[src/rtl/sorted_max_priority_queue_top_defines.svh]
// Assertion macros shared by the sorted max priority queue RTL.
// Included by the modules that carry concurrent checks; no other dependencies.
`ifndef SORTED_MAX_PRIORITY_QUEUE_TOP_DEFINES_SVH
`define SORTED_MAX_PRIORITY_QUEUE_TOP_DEFINES_SVH

// Property that must hold at every clock edge outside reset.
`define SMPQ_CHECK(label, clk, rst_n, expr, msg) \
    label: assert property (@(posedge clk) disable iff (!rst_n) (expr)) else $error(msg);

// Property where a condition implies a consequence in the same cycle.
`define SMPQ_IMPLY(label, clk, rst_n, ante, cons, msg) \
    label: assert property (@(posedge clk) disable iff (!rst_n) (ante) |-> (cons)) \
        else $error(msg);

`endif

[src/rtl/smpq_pkg.sv]
// Package for the sorted max priority queue: sizes, codes and shared types.
// No dependencies; imported by every module of the block.
package smpq_pkg;

    localparam int CAPACITY    = 16;
    localparam int IDX_W       = $clog2(CAPACITY);
    localparam int CNT_W       = $clog2(CAPACITY + 1);
    localparam int DATA_W      = 32;
    localparam int COUNT_OUT_W = 5;
    localparam int STATUS_W    = 2;

    // Operation codes carried on the input tuser.
    localparam logic OP_INSERT  = 1'b0;
    localparam logic OP_EXTRACT = 1'b1;

    // Status codes carried on the output tuser.
    localparam logic [STATUS_W-1:0] ST_OK    = 2'd0;
    localparam logic [STATUS_W-1:0] ST_UNDER = 2'd1;
    localparam logic [STATUS_W-1:0] ST_OVER  = 2'd2;

    typedef logic signed [DATA_W-1:0] t_data;

    // One finished result handed from the sequencer to the output stage.
    typedef struct packed {
        t_data                taken_value;
        t_data                top_value;
        logic [CNT_W-1:0]     entry_count;
        logic [STATUS_W-1:0]  status;
    } t_result;

    // Access to the entry store: one write and one registered read per cycle.
    typedef struct packed {
        logic              we;
        logic [IDX_W-1:0]  waddr;
        t_data             wdata;
        logic [IDX_W-1:0]  raddr;
    } t_mem_req;

endpackage

[src/rtl/sorted_max_priority_queue_top.sv]
// Top level of the sorted max priority queue: stream ports and output register.
// Depends on smpq_pkg and smpq_seq.
//
//  Channel   Dir  Handshake           Payload
//  s_*       in   i_s_tvalid/o_s_tready  tdata: value[31:0]; tuser: operation[0]
//  m_*       out  o_m_tvalid/i_m_tready  tdata: taken, top, count; tuser: status
//
// An insert walks from the tail toward the head, moving one entry per step through
// the single store write port until the value lands; an extract takes the head and
// moves each remaining entry up; rejected operations go straight to the result.
// Reset (synchronous, active low) empties the queue; the store needs no clearing.
// No word is taken while reset is held.
// A stalled result holds in the output register while the next word is taken.
module sorted_max_priority_queue_top
    import smpq_pkg::*;
(
    input  logic        i_clk,
    input  logic        i_rst_n,
    input  logic        i_s_tvalid,
    output logic        o_s_tready,
    input  logic [31:0] i_s_tdata,   // [31:0] value
    input  logic [0:0]  i_s_tuser,   // [0] operation
    output logic        o_m_tvalid,
    input  logic        i_m_tready,
    output logic [71:0] o_m_tdata,   // [31:0] taken_value, [63:32] top_value,
                                     // [68:64] entry_count, [71:69] zero
    output logic [1:0]  o_m_tuser    // [1:0] status
);

    logic    seq_idle;
    logic    res_valid;
    logic    res_ready;
    logic    start;
    t_result res;
    logic    r_out_valid;
    t_result r_out;

    assign o_s_tready = seq_idle && i_rst_n;
    assign start      = i_s_tvalid && o_s_tready;
    assign res_ready  = !r_out_valid || i_m_tready;

    smpq_seq u_seq (
        .i_clk       (i_clk),
        .i_rst_n     (i_rst_n),
        .i_start     (start),
        .i_op        (i_s_tuser[0]),
        .i_value     (i_s_tdata),
        .o_idle      (seq_idle),
        .o_res_valid (res_valid),
        .i_res_ready (res_ready),
        .o_res       (res)
    );

    // Output register valid flag.
    always_ff @(posedge i_clk) begin
        if (!i_rst_n) begin
            r_out_valid <= 1'b0;
        end else if (res_ready) begin
            r_out_valid <= res_valid;
        end
    end

    // Output register payload.
    always_ff @(posedge i_clk) begin
        if (res_ready && res_valid) begin
            r_out <= res;
        end
    end

    assign o_m_tvalid = r_out_valid;
    assign o_m_tdata  = {3'b000, COUNT_OUT_W'(r_out.entry_count),
                         r_out.top_value, r_out.taken_value};
    assign o_m_tuser  = r_out.status;

endmodule

[src/rtl/smpq_store.sv]
// Entry store of the sorted max priority queue: one write port, one read port.
// Read data is registered. Depends on smpq_pkg.
module smpq_store
    import smpq_pkg::*;
(
    input  logic      i_clk,
    input  t_mem_req  i_req,
    output t_data     o_rd_data
);

    t_data r_mem [CAPACITY];
    t_data r_rd_data;

    // Write and registered read; a read of the address being written sees the old word.
    always_ff @(posedge i_clk) begin
        if (i_req.we) begin
            r_mem[i_req.waddr] <= i_req.wdata;
        end
        r_rd_data <= r_mem[i_req.raddr];
    end

    assign o_rd_data = r_rd_data;

endmodule

[src/rtl/smpq_seq.sv]
// Sequencer of the sorted max priority queue: walks the store one entry a cycle
// with a single signed compare unit. Depends on smpq_pkg, smpq_store and the defines header.
`include "sorted_max_priority_queue_top_defines.svh"

module smpq_seq
    import smpq_pkg::*;
(
    input  logic     i_clk,
    input  logic     i_rst_n,
    input  logic     i_start,
    input  logic     i_op,
    input  t_data    i_value,
    output logic     o_idle,
    output logic     o_res_valid,
    input  logic     i_res_ready,
    output t_result  o_res
);

    localparam logic [2:0] S_IDLE     = 3'd0;
    localparam logic [2:0] S_INS      = 3'd1;
    localparam logic [2:0] S_EXT_TAKE = 3'd2;
    localparam logic [2:0] S_EXT_SH   = 3'd3;
    localparam logic [2:0] S_DONE     = 3'd4;

    logic [2:0]          r_state, n_state;
    logic [IDX_W-1:0]    r_idx, n_idx;
    logic [CNT_W-1:0]    r_count, n_count;
    t_data               r_top, n_top;
    t_data               r_val, n_val;
    t_data               r_taken, n_taken;
    logic [STATUS_W-1:0] r_status, n_status;
    t_mem_req            mem_req;
    t_data               rd_data;
    logic                entry_gt;

    smpq_store u_store (
        .i_clk     (i_clk),
        .i_req     (mem_req),
        .o_rd_data (rd_data)
    );

    // The shared compare unit: stored entry strictly above the value being placed.
    assign entry_gt = (rd_data > r_val);

    // Next-state logic of the sequencer and store access.
    always_comb begin
        n_state       = r_state;
        n_idx         = r_idx;
        n_count       = r_count;
        n_top         = r_top;
        n_val         = r_val;
        n_taken       = r_taken;
        n_status      = r_status;
        mem_req.we    = 1'b0;
        mem_req.waddr = r_idx;
        mem_req.wdata = r_val;
        mem_req.raddr = '0;

        unique case (r_state)
            S_IDLE: begin
                if (i_start) begin
                    n_val    = i_value;
                    n_taken  = '0;
                    n_status = ST_OK;
                    if (i_op == OP_INSERT) begin
                        if (r_count == CNT_W'(CAPACITY)) begin
                            n_status = ST_OVER;
                            n_state  = S_DONE;
                        end else if (r_count == '0) begin
                            n_idx   = '0;
                            n_state = S_INS;
                        end else begin
                            // Start at the tail and move toward the head.
                            mem_req.raddr = IDX_W'(r_count - CNT_W'(1));
                            n_idx         = IDX_W'(r_count);
                            n_state       = S_INS;
                        end
                    end else begin
                        if (r_count == '0) begin
                            n_status = ST_UNDER;
                            n_state  = S_DONE;
                        end else begin
                            mem_req.raddr = '0;
                            n_state       = S_EXT_TAKE;
                        end
                    end
                end
            end
            S_INS: begin
                if (r_idx == '0) begin
                    // New value becomes the head, ahead of any equals.
                    mem_req.we    = 1'b1;
                    mem_req.wdata = r_val;
                    n_top         = r_val;
                    n_count       = r_count + CNT_W'(1);
                    n_state       = S_DONE;
                end else if (entry_gt) begin
                    mem_req.we    = 1'b1;
                    mem_req.wdata = r_val;
                    n_count       = r_count + CNT_W'(1);
                    n_state       = S_DONE;
                end else begin
                    // Move the smaller or equal entry one slot down.
                    mem_req.we    = 1'b1;
                    mem_req.wdata = rd_data;
                    mem_req.raddr = r_idx - 1'b1 - 1'b1;
                    n_idx         = r_idx - 1'b1;
                end
            end
            S_EXT_TAKE: begin
                n_taken = rd_data;
                if (r_count == CNT_W'(1)) begin
                    n_count = '0;
                    n_top   = '0;
                    n_state = S_DONE;
                end else begin
                    mem_req.raddr = IDX_W'(1);
                    n_idx         = IDX_W'(1);
                    n_state       = S_EXT_SH;
                end
            end
            S_EXT_SH: begin
                // Move each remaining entry one slot up.
                mem_req.we    = 1'b1;
                mem_req.waddr = r_idx - 1'b1;
                mem_req.wdata = rd_data;
                if (r_idx == IDX_W'(1)) begin
                    n_top = rd_data;
                end
                if ((CNT_W'(r_idx) + CNT_W'(1)) < r_count) begin
                    mem_req.raddr = r_idx + 1'b1;
                    n_idx         = r_idx + 1'b1;
                end else begin
                    n_count = r_count - CNT_W'(1);
                    n_state = S_DONE;
                end
            end
            S_DONE: begin
                if (i_res_ready) begin
                    n_state = S_IDLE;
                end
            end
            default: begin
                n_state = S_IDLE;
            end
        endcase
    end

    // Control registers.
    always_ff @(posedge i_clk) begin
        if (!i_rst_n) begin
            r_state <= S_IDLE;
            r_count <= '0;
            r_top   <= '0;
        end else begin
            r_state <= n_state;
            r_count <= n_count;
            r_top   <= n_top;
        end
    end

    // Working and result registers.
    always_ff @(posedge i_clk) begin
        r_idx    <= n_idx;
        r_val    <= n_val;
        r_taken  <= n_taken;
        r_status <= n_status;
    end

    assign o_idle            = (r_state == S_IDLE);
    assign o_res_valid       = (r_state == S_DONE);
    assign o_res.taken_value = r_taken;
    assign o_res.top_value   = r_top;
    assign o_res.entry_count = r_count;
    assign o_res.status      = r_status;

    // Checks on the sequencer's own bookkeeping.
    `SMPQ_CHECK(a_count_bound, i_clk, i_rst_n, r_count <= CNT_W'(CAPACITY), "count above capacity")
    `SMPQ_IMPLY(a_empty_top, i_clk, i_rst_n, r_count == '0, r_top == '0, "empty queue with nonzero top")
    `SMPQ_IMPLY(a_over_full, i_clk, i_rst_n, (r_state == S_DONE) && (r_status == ST_OVER), r_count == CNT_W'(CAPACITY), "overflow reported while not full")
    `SMPQ_IMPLY(a_under_empty, i_clk, i_rst_n, (r_state == S_DONE) && (r_status == ST_UNDER), (r_count == '0) && (r_taken == '0), "underflow reported while not empty")
    `SMPQ_IMPLY(a_write_busy, i_clk, i_rst_n, mem_req.we, (r_state != S_IDLE) && (r_state != S_DONE), "store written outside an operation")

endmodule

[config.mk]
export PLATFORM = sky130hd
export DESIGN_NAME = sorted_max_priority_queue_top
export DESIGN_NICKNAME = d
export VERILOG_FILES = /design/src/rtl/smpq_pkg.sv /design/src/rtl/sorted_max_priority_queue_top.sv /design/src/rtl/smpq_store.sv /design/src/rtl/smpq_seq.sv
export VERILOG_INCLUDE_DIRS = /design/src /design/src/rtl
export SDC_FILE = /design/constraint.sdc
export NUM_CORES = 1
export LEC_CHECK = 0
export BUFFER_PORTS_ARGS = -buffer_cell sky130_fd_sc_hd__buf_2
export CAP_MARGIN = 20
export CELL_PAD_IN_SITES_DETAIL_PLACEMENT = 1
export CELL_PAD_IN_SITES_GLOBAL_PLACEMENT = 1
export CORE_MARGIN = 8
export CORE_UTILIZATION = 45
export DETAILED_ROUTE_END_ITERATION = 8
export PLACE_DENSITY = 0.76
export SETUP_SLACK_MARGIN = 0.2
export SYNTH_ARGS = -nofsm -noshare
export SYNTH_HDL_FRONTEND = slang
export SYNTH_HIERARCHICAL = 1
export SYNTH_SLANG_ARGS = --single-unit
[constraint.sdc]
create_clock -name i_clk -period 5.6 [get_ports i_clk]
set_input_delay 0.84 -clock i_clk [delete_from_list [all_inputs] [get_ports i_clk]]
set_output_delay 0.84 -clock i_clk [all_outputs]
set_load 0.1 [all_outputs]
==> results of run 1 <==
==> power by group through the flow <==
| stage | clock network, µW | logic (µW) | registers (µW) |
|---|---|---|---|
| after global placement | 0 | 769 | 6240 |
| after detailed placement | 0 | 798 | 6250 |
| after global routing | 5020 | 856 | 6140 |
| final | 4760 | 802 | 6130 |
| after CTS | 4850 | 803 | 6130 |
| after floorplan | 0 | 384 | 6410 |
==> state kept, by name (all words and copies together) (netlist names) <==
signal,flops
o_m_tdata,69
o_m_tuser,2
o_m_tvalid,1
u_seq/r_count,5
u_seq/r_idx,4
u_seq/r_state,3
u_seq/r_status,2
u_seq/r_taken,32
u_seq/r_top,32
u_seq/r_val,32
u_seq/u_store/o_rd_data,32
u_seq/u_store/r_mem,512
==> routing by layer <==
layer	up-vias	global-route usage (%)
met1	8108	26.6
met4	4	5.82
met3	110	3.90
met5	-	0
met2	597	33.9
li1	6426	-
==> stage by stage <==
stage / setup slack, ns / power, µW / hold WS (ns) / cell area [µm²] / cells
after floorplan: 0.968 / 6790 / 0.400 / 28500 / 1520
after global placement: 0.944 / 7010 / 0.402 / 30300 / 2428
final: 0.817 / 11700 / 0.396 / 32600 / 2563
after global routing: 0.491 / 12000 / 0.380 / 32600 / 2563
after detailed placement: 0.806 / 7040 / 0.407 / 30300 / 2428
after CTS: 0.794 / 11800 / 0.368 / 32600 / 2562
==> worst paths after layout <==
kind                                         from                           to
worst max register to register    u_seq/r_val[15]  u_seq/u_store/o_rd_data[19]
worst max-delay path              u_seq/r_val[15]  u_seq/u_store/o_rd_data[19]
worst min-delay path                i_s_tdata[16]              u_seq/r_val[16]
worst min register to register  u_seq/r_taken[18]                o_m_tdata[18]
==> worst max-delay path, delay by kind of cell (launching register included) <==
family | cells | cell delay [ns]
DFF | 1 | 0.46
adders and majority gates | 1 | 0.33
AOI/OAI and AO/OA | 3 | 1.14
and+or+nand+nor | 5 | 1.54
buffers and inverters | 3 | 0.57
muxes | 1 | 0.56
==> placed cells by master, fill, tap and decap left out, types with 15 or more instances in the layout <==
master,instances
nand2_1,69
nor2_4,15
clkbuf_16,72
o21ai_0,18
o211a_1,32
a21oi_1,17
buf_4,27
ha_1,46
nand3_1,42
mux2_4,30
a22oi_1,65
inv_1,51
and3_1,36
nor2_1,15
mux4_2,128
clkbuf_1,26
dfxtp_1,72
buf_2,109
o211ai_1,34
edfxtp_1,653
==> layout make-up <==
class / count / area share [%]
timing repair buffer: 146 / 2.91
sequential: 726 / 64.7
inverter: 53 / 0.611
multi-input combinational: 658 / 21.5
clock buffer: 106 / 6.17
clock inverter: 28 / 0.929
tap: 846 / 3.25
==> logic make-up (layout without fill, tap and decap cells) <==
kind of cell	count (synthesis)	after routing
DFF	726	726
muxes	163	163
xor gates and xnor gates	8	8
adders and majority gates	46	46
buffers and inverters	136	333
other	1	3
and+or+nand+nor	226	226
AOI/OAI and AO/OA	212	212
==> out/metrics.yaml, run 1 <==
outcome:
  status: "complete, no violations"
synthesis:
  synth_xor_area_share_pct: 0.246
  syn_inst: 1518
  synthMostInstantiatedCell: "edfxtp_1"
  ys_ff_latch: 726
  synth_edf_count: 653
  ys_async_sr_fraction_pct: 0
  muxShareOfSynthArea_pct: 11.9
  yosys.area_share.simple_pct: 4.02
  synth_area_leader_cell: "edfxtp_1"
  synth_ff_type: "edfxtp_1"
  synth_compound_area_share_pct: 5.75
  synth-adder-area-share_pct: 2.02
  yosysTopAreaCellShare_pct: 68.8
  synth_cell_type_count: 68
  synth_seq_area_share_pct: 73.9
  syn_avg_cell_area_um2: 18.8
  synth_top_family_by_area: "multiplexers"
  ys_warn_count: 6
  synthTopCellsByArea: "edfxtp_1 69%, mux4_2 10%, dfxtp_1 5.1%, ha_1 2.0%, a22oi_1 1.7%"
  syn_area_um2: 28500
  ys_top_cells_by_count: "653 x edfxtp_1, 128 x mux4_2, 73 x dfxtp_1"
final_layout:
  fill_cells: 5785
  nets: 1740
  regArea_um2: 21100
  syn2layout_area_growth_pct: 14.3
  multi_input_area_um2: 7000
  drive_gt1_share_pct: 26.2
  fin_util_pct: 51.8
  antennaDiodeCount: 0
route:
  wl_met3_um: 5300
  vias_per_cell: 5.95
  routed.top_layer: "met5"
  post_drt_wl_per_cell_um: 28.2
  totalWireLength_um: 72300
  first_pass_iters: 5
  vias: 15245
  dr.first_iter.drc_count: 1479
  drcViolationCount: 0
  postRouteAntennaNets: 0
  wl_met1_um: 29700
  dr_wl_met2_um: 35600
pwr:
  switching_share_pct: 23.1
  comb_power_share_pct: 6.9
  clock_power_share_pct: 40.7
  pwr_density_cell_nw_per_um2: 359
  p_sw_uw: 2700
  seqPwrFrac_pct: 52.4
  cellLeakagePower_uw: 0.0112
  p_int_uw: 9000
  ir_drop_uv: 200
setup_path:
  worstSetupEndpointType: "register"
  slowest_stage: "o21bai_4"
  worstRegToRegCells: 13
  crit_required_ns: 6.10
  path_max_fanout: 49
  startpoint_type: "register"
  rrSetupSlack_ns: 0.82
  slowest_delay_ns: 0.75
  worstPathCellList: "inv_1 > ha_1 > nand4_1 > nor4_1 > and2_1 > inv_1 > o211ai_1 > nand3_1 > o21bai_4 > buf_12 > mux4_2 > a22oi_1 > nand2_1"
  cp_data_arrival_time_ns: 5.29
  crit_path_frequent_cell: "inv_1"
  critPathKind: "register to register"
clock_network:
  clk_pin_slew_worst_paths_ns: 0.06
  clockBufferDepth: 3
  htreeDepth: 3
  ctsResizeCount: 0
  cts-root-buf: "clkbuf_16"
  insertion_delay_ns: 0.62
  cts_tree: "done"
  cts.sink_count: 726
  cts_hold_buf: 0
  cts_setup_buffers: 0
  cts_buffers: 72
global_route:
  grt_overflow: 0
  antenna_found_initial: 3
  grt_max_degree: 100
  grt_pass1_vias: 15982
  track_usage_pct: 20.1
  grt_pass1_wl_um: 107000
timing:
  period_share_pct: 85.4
  max_freq_mhz: 209
  slew_violations: 0
  rsz0062_at_grt: "no"
  clock_skew_ns: 0.0273
  relSlewSlack_pct: 24.1
  finalSetupViolations: 0
  worstMarginPinSlew_ns: 1.13
  fin_setup_tns_ns: 0
  fin_crit_ns: 4.78
  finalHoldViolations: 0
worst_hold_path:
  hold_path.class: "input port to register"
  worstHoldPathCells: 1
placed_design:
  hpwl_um: 42800
  globalplace.congestion: 0.843
  port-buffer-count: 109
run:
  cap_violations: 0
floorplan:
  die-area_um2: 71700
  die_w_um: 268
  initial_core_util_pct: 45.4
  pin_count: 113
  coreArea_um2: 62900
  fp-row-count: 92
  die_h_um: 268
Power figures use the tool's default switching activity.
==> run 2, diff against run 1 <==
--- a/config.mk
+++ b/config.mk
@@ -13,7 +13,7 @@
 export CORE_MARGIN = 8
 export CORE_UTILIZATION = 45
 export DETAILED_ROUTE_END_ITERATION = 8
-export PLACE_DENSITY = 0.76
+export PLACE_DENSITY = 0.66
 export SETUP_SLACK_MARGIN = 0.2
 export SYNTH_ARGS = -nofsm -noshare
 export SYNTH_HDL_FRONTEND = slang
==> constraint.sdc (replaced) <==
create_clock -name i_clk -period 5.6 [get_ports i_clk]
set_input_delay 0 -clock i_clk [delete_from_list [all_inputs] [get_ports i_clk]]
set_output_delay 0 -clock i_clk [all_outputs]
set_load 0.1 [all_outputs]
==> out/metrics.yaml, run 2 (synthesis results as in run 1) <==
timing:
  period_share_pct: 81.3  # was 85.4%
  rsz0062_at_grt: "no"  # unchanged
  fin_setup_tns_ns: 0  # unchanged
  worstMarginPinSlew_ns: 1.09  # was 1.13 ns
  fin_crit_ns: 4.55  # was 4.78 ns
  finalSetupViolations: 0  # unchanged
  setup_slack_ns: 1.05  # was 0.817 ns
  slew_violations: 0  # unchanged
  clock_skew_ns: 0.0211  # was 0.0273 ns
  finalHoldViolations: 0  # unchanged
  relSlewSlack_pct: 26.3  # was 24.1%
  max_freq_mhz: 220  # was 209 MHz
pwr:
  switching_share_pct: 22.5  # was 23.1%
  pwr_density_cell_nw_per_um2: 358  # was 359 nW/µm²
  p_sw_uw: 2660  # was 2700 µW
  cellLeakagePower_uw: 0.0114  # was 0.0112 µW
  p_int_uw: 9180  # was 9000 µW
  ir_drop_uv: 208  # was 200 µV
  comb_power_share_pct: 7.0  # was 6.9%
  clock_power_share_pct: 41.3  # was 40.7%
  seqPwrFrac_pct: 51.8  # was 52.4%
  power_uw: 11800  # was 11700 µW
final_layout:
  fill_cells: 5728  # was 5785
  layout_commonest_cell: "edfxtp_1"  # unchanged
  largest_reg_flops: 512  # unchanged
  largest_register: "u_seq/u_store/r_mem"  # unchanged
  drive_gt1_share_pct: 26.0  # was 26.2%
  nets: 1782  # was 1740
  syn2layout_area_growth_pct: 16.0  # was 14.3%
  final_cell_mix: "653 x edfxtp_1, 128 x mux4_2, 109 x buf_2"  # unchanged
clock_network:
  cts_tree: "done"  # unchanged
  cts.sink_count: 726  # unchanged
  htreeDepth: 3  # unchanged
  insertion_delay_ns: 0.61  # was 0.62 ns
  cts_buffers: 73  # was 72
  clockBufferDepth: 3  # unchanged
  cts_hold_buf: 35  # was 0
  cts_setup_buffers: 0  # unchanged
  clk_pin_slew_worst_paths_ns: 0.06  # about the same
  cts-root-buf: "clkbuf_16"  # unchanged
  ctsResizeCount: 0  # unchanged
placed_design:
  port-buffer-count: 109  # unchanged
  globalplace.congestion: 0.812  # was 0.843
  hpwl_um: 43500  # was 42800 µm
  place_ws_ns: 1.12  # was 0.806 ns
floorplan:
  die-area_um2: 71700  # unchanged
  die_h_um: 268  # unchanged
  coreArea_um2: 62900  # unchanged
  pin_count: 113  # unchanged
  die_w_um: 268  # unchanged
  fp-row-count: 92  # unchanged
  initial_core_util_pct: 45.4  # unchanged
setup_path:
  critPathKind: "register to register"  # unchanged
  slowest_stage: "o221ai_4"  # was o21bai_4
  worstRegToRegCells: 14  # was 13
  rrSetupSlack_ns: 1.05  # was 0.82 ns
  timing.rr.end: "u_seq/u_store/o_rd_data[0]"  # was u_seq/u_store/o_rd_data[19]
  timing.rr.start: "u_seq/r_idx[0]"  # was u_seq/r_val[15]
  cp_data_arrival_time_ns: 5.02  # was 5.29 ns
  slowest_delay_ns: 0.79  # was 0.75 ns
  crit_required_ns: 6.07  # was 6.10 ns
  worstSetupEndpointType: "register"  # unchanged
  startpoint_type: "register"  # unchanged
  worstPathCellList: "inv_1 > ha_1 > ha_1 > a21boi_0 > o21a_1 > o21a_1 > o21ai_0 > and2_1 > a41oi_1 > o221ai_4 > buf_12 > mux4_2 > a22oi_1 > nand2_1"  # was inv_1 > ha_1 > nand4_1 > nor4_1 > and2_1 > inv_1 > o211ai_1 > nand3_1 > o21bai_4 > buf_12 > mux4_2 > a22oi_1 > nand2_1
  path_max_fanout: 42  # was 49
route:
  post_drt_wl_per_cell_um: 27.8  # was 28.2 µm
  totalWireLength_um: 72400  # was 72300 µm
  vias_per_cell: 5.83  # was 5.95
  dr.first_iter.drc_count: 1475  # was 1479
  vias: 15189  # was 15245
  drcViolationCount: 0  # unchanged
  postRouteAntennaNets: 0  # unchanged
  first_pass_iters: 5  # unchanged
global_route:
  grt_pass1_vias: 15804  # was 15982
  track_usage_pct: 20.2  # was 20.1%
  top_usage_layer: "met2"  # unchanged
  met3_usage_pct: 3.31  # was 3.90%
  grtUsageMet1_pct: 28.1  # was 26.6%
  grt_pass1_wl_um: 106000  # was 107000 µm
  antenna_found_initial: 3  # unchanged
  grt_max_degree: 100  # unchanged
  met2_usage_pct: 33.0  # was 33.9%
  grt_overflow: 0  # unchanged
outcome:
  status: "complete, no violations"  # unchanged
worst_hold_path:
  hold_end: "u_seq/r_state[2]"  # was u_seq/r_val[16]
  hold_path.class: "input port to register"  # unchanged
  hold_path_startpoint: "i_s_tvalid"  # was i_s_tdata[16]
  worstHoldPathCells: 4  # was 1
run:
  cap_violations: 0  # unchanged
run 2: layout make-up:
type | instances | area, µm² | share of cell area (%)
diodes | 1 | 2.50 | 0.00757
clock buffers | 111 | 2130 | 6.45
inverters | 53 | 199 | 0.602
repair buffers | 187 | 1320 | 3.99
flip-flops and latches | 726 | 21100 | 63.7
multi-input cells | 658 | 7000 | 21.2
clock inverters | 22 | 275 | 0.833
well taps | 846 | 1060 | 3.20
run 2: worst max-delay path by stage:
| stage | start | to | slack [ns] |
|---|---|---|---|
| floorplan | u_seq/r_state[1] | u_seq/u_store/r_mem[0][0] | 0.97 |
| global placement | u_seq/r_state[1] | u_seq/u_store/r_mem[11][9] | 1.17 |
| detailed placement | u_seq/r_idx[0] | u_seq/u_store/o_rd_data[12] | 1.12 |
| CTS | u_seq/r_idx[0] | u_seq/u_store/o_rd_data[0] | 1.07 |
| global route | u_seq/r_idx[0] | u_seq/u_store/o_rd_data[9] | 0.80 |
| finish | u_seq/r_idx[0] | u_seq/u_store/o_rd_data[0] | 1.05 |
run 2: power by group through the flow:
stage	registers [µW]	clock network (µW)	logic (µW)
after floorplan	6410	0	384
after global placement	6240	0	787
after detailed placement	6240	0	806
after CTS	6130	5000	828
after global routing	6140	5180	882
final	6130	4890	825
run 2: worst max-delay path, delay by kind of cell (launching register included):
kind | cells | cell delay [ns]
multiplexers | 1 | 0.35
AND/OR/NAND/NOR | 2 | 0.32
buffers and inverters | 2 | 0.58
flip-flops | 1 | 0.54
AO/OA/AOI/OAI | 7 | 1.90
adder cells (fa/ha/maj) | 2 | 0.70
run 2: stage by stage:
| step | std cells | hold slack [ns] | util [%] | instance area (µm²) |
|---|---|---|---|---|
| floorplan | 1520 | 0.0989 | - | 28500 |
| global placement | 2434 | 0.177 | 48.2 | 30300 |
| detailed placement | 2434 | 0.178 | 48.2 | 30300 |
| CTS | 2602 | 0.0358 | 52.6 | 33000 |
| global route | 2603 | 0.0787 | 52.6 | 33100 |
| finish | 2604 | 0.0654 | 52.6 | 33100 |
run 2: routing by layer:
metal	up-vias	share of wire, %
li1	6510	-
met1	8044	43
met2	539	48
met3	96	6.7
met4	0	2.0
met5	-	0
